--- src/hw/rtl/psrp_pkg.sv ---
`timescale 1ns / 1ps
`default_nettype none
package psrp_pkg;

  // defaults for the top-level parameters
  localparam int IMAGES_DEF       = 2;
  localparam int MAX_CHANNELS_DEF = 512;
  localparam int MAX_HEIGHT_DEF   = 32;
  localparam int MAX_WIDTH_DEF    = 32;
  localparam int MAX_GROUP_DEF    = 8;

  // 0.1 in q0.16, rounded to nearest
  localparam int MIN_EXTENT = 6554;

  localparam int IN_DATA_W  = 88;
  localparam int OUT_DATA_W = 32;
  localparam int CFG_IDX_W  = 3;
  localparam int CFG_DATA_W = 16;

  // register indexes
  localparam logic [CFG_IDX_W-1:0] REG_SCALE = 3'd0;
  localparam logic [CFG_IDX_W-1:0] REG_GROUP = 3'd1;
  localparam logic [CFG_IDX_W-1:0] REG_FH    = 3'd2;
  localparam logic [CFG_IDX_W-1:0] REG_FW    = 3'd3;
  localparam logic [CFG_IDX_W-1:0] REG_ODIM  = 3'd4;

  // request opcodes
  localparam logic OP_WRITE = 1'b0;
  localparam logic OP_POOL  = 1'b1;

  // bin bound numerators and the shared divider
  localparam int NUM_W  = 34;
  localparam int DIV_NW = 28;
  localparam int DIV_DW = 13;
  localparam int SUM_W  = 29;

  typedef struct packed {
    logic [15:0] scale;
    logic [3:0]  group;
    logic [5:0]  fh;
    logic [5:0]  fw;
    logic [3:0]  odim;
  } cfg_t;

  // request payload, first field in the top bits
  typedef struct packed {
    logic [3:0]         class_index;
    logic [11:0]        roi_y2;
    logic [11:0]        roi_x2;
    logic [11:0]        roi_y1;
    logic [11:0]        roi_x1;
    logic signed [15:0] feature_value;
    logic [4:0]         col;
    logic [4:0]         row;
    logic [8:0]         channel;
    logic               image_index;
  } req_t;

  typedef struct packed {
    logic       wr;
    logic       ld_roi;
    logic       geo1;
    logic       geo2;
    logic       geo3;
    logic       bin_ld;
    logic       div_go;
    logic       div_avg;
    logic       bnd_we;
    logic [1:0] bsel;
    logic       area_ld;
    logic       rd;
    logic       acc;
    logic       ld_out;
    logic       step;
  } cmd_t;

  typedef struct packed {
    logic div_done;
    logic valid;
    logic empty;
    logic last_pix;
    logic last_bin;
  } sts_t;

endpackage
`default_nettype wire

--- src/hw/rtl/psrp_ctrl.sv ---
`timescale 1ns / 1ps
`default_nettype none
module psrp_ctrl import psrp_pkg::*; (
  input  wire   clk,
  input  wire   rst_n,
  input  wire   in_tvalid,
  input  wire   in_opcode,
  output logic  in_tready,
  output logic  out_tvalid,
  input  wire   out_tready,
  input  sts_t  sts,
  output cmd_t  cmd
);

  localparam logic [3:0] S_IDLE = 4'd0;
  localparam logic [3:0] S_GEO1 = 4'd1;
  localparam logic [3:0] S_GEO2 = 4'd2;
  localparam logic [3:0] S_GEO3 = 4'd3;
  localparam logic [3:0] S_BIN  = 4'd4;
  localparam logic [3:0] S_CHK  = 4'd5;
  localparam logic [3:0] S_BND  = 4'd6;
  localparam logic [3:0] S_BNDW = 4'd7;
  localparam logic [3:0] S_AREA = 4'd8;
  localparam logic [3:0] S_RD   = 4'd9;
  localparam logic [3:0] S_ACC  = 4'd10;
  localparam logic [3:0] S_AVG  = 4'd11;
  localparam logic [3:0] S_AVGW = 4'd12;
  localparam logic [3:0] S_LOAD = 4'd13;
  localparam logic [3:0] S_OUT  = 4'd14;

  logic [3:0] state_r, state_nxt;
  logic [1:0] bidx_r, bidx_nxt;

  always_comb begin
    state_nxt  = state_r;
    bidx_nxt   = bidx_r;
    cmd        = '0;
    in_tready  = (state_r == S_IDLE);
    out_tvalid = (state_r == S_OUT);
    unique case (state_r)
      S_IDLE: begin
        if (in_tvalid) begin
          if (in_opcode == OP_POOL) begin
            cmd.ld_roi = 1'b1;
            state_nxt  = S_GEO1;
          end else begin
            cmd.wr = 1'b1;
          end
        end
      end
      S_GEO1: begin
        cmd.geo1  = 1'b1;
        state_nxt = S_GEO2;
      end
      S_GEO2: begin
        cmd.geo2  = 1'b1;
        state_nxt = S_GEO3;
      end
      S_GEO3: begin
        cmd.geo3  = 1'b1;
        state_nxt = S_BIN;
      end
      S_BIN: begin
        cmd.bin_ld = 1'b1;
        state_nxt  = S_CHK;
      end
      S_CHK: begin
        bidx_nxt  = 2'd0;
        state_nxt = sts.valid ? S_BND : S_LOAD;
      end
      S_BND: begin
        cmd.div_go = 1'b1;
        cmd.bsel   = bidx_r;
        state_nxt  = S_BNDW;
      end
      S_BNDW: begin
        cmd.bsel = bidx_r;
        if (sts.div_done) begin
          cmd.bnd_we = 1'b1;
          bidx_nxt   = bidx_r + 2'd1;
          state_nxt  = (bidx_r == 2'd3) ? S_AREA : S_BND;
        end
      end
      S_AREA: begin
        cmd.area_ld = 1'b1;
        state_nxt   = sts.empty ? S_LOAD : S_RD;
      end
      S_RD: begin
        cmd.rd    = 1'b1;
        state_nxt = S_ACC;
      end
      S_ACC: begin
        cmd.acc   = 1'b1;
        state_nxt = sts.last_pix ? S_AVG : S_RD;
      end
      S_AVG: begin
        cmd.div_go  = 1'b1;
        cmd.div_avg = 1'b1;
        state_nxt   = S_AVGW;
      end
      S_AVGW: begin
        if (sts.div_done) begin
          state_nxt = S_LOAD;
        end
      end
      S_LOAD: begin
        cmd.ld_out = 1'b1;
        state_nxt  = S_OUT;
      end
      S_OUT: begin
        if (out_tready) begin
          if (sts.last_bin) begin
            state_nxt = S_IDLE;
          end else begin
            cmd.step  = 1'b1;
            state_nxt = S_BIN;
          end
        end
      end
      default: begin
        state_nxt = S_IDLE;
      end
    endcase
  end

  always_ff @(posedge clk) begin
    if (!rst_n) begin
      state_r <= S_IDLE;
      bidx_r  <= 2'd0;
    end else begin
      state_r <= state_nxt;
      bidx_r  <= bidx_nxt;
    end
  end

endmodule
`default_nettype wire

--- config.mk ---
export PLATFORM = sky130hd
export DESIGN_NAME = psrp_ctrl
export DESIGN_NICKNAME = d
export VERILOG_FILES = /design/src/hw/rtl/psrp_pkg.sv /design/src/hw/rtl/psrp_ctrl.sv
export SDC_FILE = /design/constraint.sdc
export NUM_CORES = 1
export LEC_CHECK = 0
export ABC_AREA = 0
export BUFFER_PORTS_ARGS = -buffer_cell sky130_fd_sc_hd__buf_2
export CAP_MARGIN = 20
export CORE_UTILIZATION = 45
export CTS_CLUSTER_SIZE = 28
export DETAILED_ROUTE_END_ITERATION = 8
export GPL_TIMING_DRIVEN = 0
export PLACE_DENSITY_LB_ADDON = 0.25
export SLEW_MARGIN = 20
export SYNTH_ARGS = -nofsm -noshare
export SYNTH_HDL_FRONTEND = slang
export SYNTH_SLANG_ARGS = --single-unit
--- constraint.sdc ---
create_clock -name clk -period 3.25 [get_ports clk]
set_input_delay 0.4875 -clock clk [delete_from_list [all_inputs] [get_ports clk]]
set_output_delay 0.4875 -clock clk [all_outputs]
set_load 0.02 [all_outputs]
==> impl_metrics.yaml <==
global_route:
  grt_usage: 0.220
  grt_pass1_wl_mm: 2.33
  grt_max_degree: 11
  grt_remaining_overflow: 0
  grt_pass1_vias: 555
  antenna_found_initial: 0
cts:
  htree_num_levels: 1
  cts_buffers: 3
  hold_buffers: 0
  clock-root-buffer: "clkbuf_4"
  numClockSinks: 6
  cts_buffer_depth: 2
  clkSlewWorstSetupHoldPaths_ns: 0.05
  clock_latency_ns: 0.24
  cts.repair.resized: 0
  tritoncts: "built"
  postCtsSetupRepairBufs: 0
sta:
  maxSlewViolCount: 0
  setup_violations: 0
  fin_crit_ns: 2.14
  worstMarginPinSlew_ns: 0.441
  fin_setup_tns_ns: 0
  max_freq_ghz: 0.468
  clock_skew_ns: 0.00222
  hold_viol: 0
  finalWorstSetupSlack_ns: 1.11
  slew_headroom: 0.705
  post-route-period-util: 0.658
  rsz0062_at_grt: "no"
detailed_routing:
  drtIter0Drc: 16
  drt-total-wl_mm: 1.52
  via_per_inst: 5.67
  postRouteAntennaNets: 0
  drc_errors: 0
  num_vias: 726
  wl_per_cell_um: 11.9
  dr.pass1.iters: 4
critical_path:
  crit_arrival_ns: 1.65
  path_cells: "clkbuf_1 -> nand2_1 -> o21ai_0 -> and2_1 -> buf_2"
  endpoint_kind: "output port"
  slowest_stage: "dfxtp_1"
  cp_slowest_stage_delay_ns: 0.46
  path_class: "flip-flop to output port"
  cp.required_ns: 2.76
  regToRegSetupSlack_ns: 1.59
  worstSetupStartpointType: "flip-flop"
  critical_path.max_fanout: 10
place:
  dp_slack_ns: 1.38
  port_buffers: 27
  dp.cells: 125
  finalWeightedCongestion: 0.894
  dp_hpwl_mm: 1.13
hold_path:
  hold_path_class: "input pin to flip-flop"
synthesis:
  ys_types: 38
  ys_ff_latch: 6
  synth_edf_count: 0
  postSynthNetCount: 95
  yosysTopAreaCell: "dfxtp_1"
  synth-main-ff-cell: "dfxtp_1"
  netlist_area_um2: 607
  yosys-top-cells-area: "dfxtp_1, nor2_1, nand2_1"
  avgSynthCellArea_um2: 7.22
  yosysWarnings: 0
  synth_cells: 84
  synth_top_area_frac: 0.198
  async_flop_share: 0
  yosysSeqAreaShare: 0.198
pwr:
  p_leak_uw: 0.000384
  ir_worst_vdd_mv: 0.365
  power.density_mw_per_mm2: 398
  power_uw: 312
job:
  drv_cap: 0
layout:
  syn_to_final_growth_pct: 28.9
  fin_nets: 127
  final_common_cell: "buf_2"
  finish.utilization: 0.659
  final_cell_mix: "buf_2, nor2_1, nand2_1"
  final_cells: 128
  drive_gt1_frac: 0.333
  num_antenna_cells: 0
  fillers: 117
floorplan:
  dieArea_mm2: 0.00150
  initial_utilization: 0.512
  ioPinCount: 28
  chipWidth_um: 38.7
  fp-row-count: 12
  coreArea_mm2: 0.00119
  die_h_um: 38.7
run_status:
  status: "complete, no violations"
## state kept, by name (all words and copies together) (netlist names)
signal,count
bidx_r,2
state_r,4
## path summary, 6_finish.rpt
check,from,endpoint,cells past startpoint
min reg2reg,bidx_r[1]$_SDFFE_PN0P_,bidx_r[1]$_SDFFE_PN0P_,2
max reg2reg,state_r[3]$_SDFFE_PN0P_,state_r[3]$_SDFFE_PN0P_,5
min,rst_n,state_r[1]$_SDFFE_PN0P_,2
max,state_r[0]$_SDFFE_PN0P_,cmd[9],5
## worst max-delay path: cells and delay by family, from the launching register on
| kind | cells | cell delay [ns] |
|---|---|---|
| buffers and inverters | 2 | 0.50 |
| DFF | 1 | 0.46 |
| and+or+nand+nor | 2 | 0.30 |
| AOI/OAI and AO/OA | 1 | 0.15 |
## power breakdown
group	internal (uW)	leakage, uW	switching [uW]
Combinational	61.0	0.000321	92.7
Sequential	80.6	0.0000489	9.12
Clock	41.7	0.0000138	26.4
## cell families after synthesis
| group | count (synthesis) | share of synthesized area |
|---|---|---|
| AND/OR/NAND/NOR | 43 | 0.404 |
| AO/OA/AOI/OAI | 22 | 0.272 |
| buffers and inverters | 11 | 0.0887 |
| flip-flops | 6 | 0.198 |
| multiplexers | 1 | 0.0165 |
| adder cells (fa/ha/maj) | 1 | 0.0206 |
## final cells by class
cell class	instances	area, um^2	area share
buffer	6	35.0	0.0448
clock buffer	3	22.5	0.0288
inverter	5	18.8	0.0240
multi-input combinational	67	433	0.554
sequential	6	120	0.154
tap	14	17.5	0.0224
timing repair buffer	27	135	0.173
## cells in the mapped netlist, drive strengths merged (2+ instances only)
| library cell | instances |
|---|---|
| and3 | 2 |
| nor2 | 9 |
| and2 | 2 |
| nand2b | 3 |
| inv | 5 |
| nor2b | 2 |
| dfxtp | 6 |
| clkbuf | 3 |
| buf | 3 |
| o21a | 2 |
| nand2 | 8 |
| nor3b | 4 |
| or3b | 2 |
| a21oi | 4 |
| o21ai | 4 |
| nor3 | 5 |
| or3 | 2 |
| o211ai | 2 |
## through the flow
stage	instance area [um^2]	hold WS [ns]
global placement	759	0.533
CTS	782	0.519
detailed placement	759	0.544
global route	782	0.516
floorplan	607	0.484
finish	782	0.526
## layer usage
layer / global-route usage / vias to the layer above / share of wire
met5: 0 / - / 0
met4: 0 / 0 / 0
met3: 0.0694 / 0 / 0.069
met2: 0.363 / 33 / 0.43
met1: 0.297 / 328 / 0.50
li1: - / 365 / -
No activity file was read; power rests on OpenSTA's default activity.
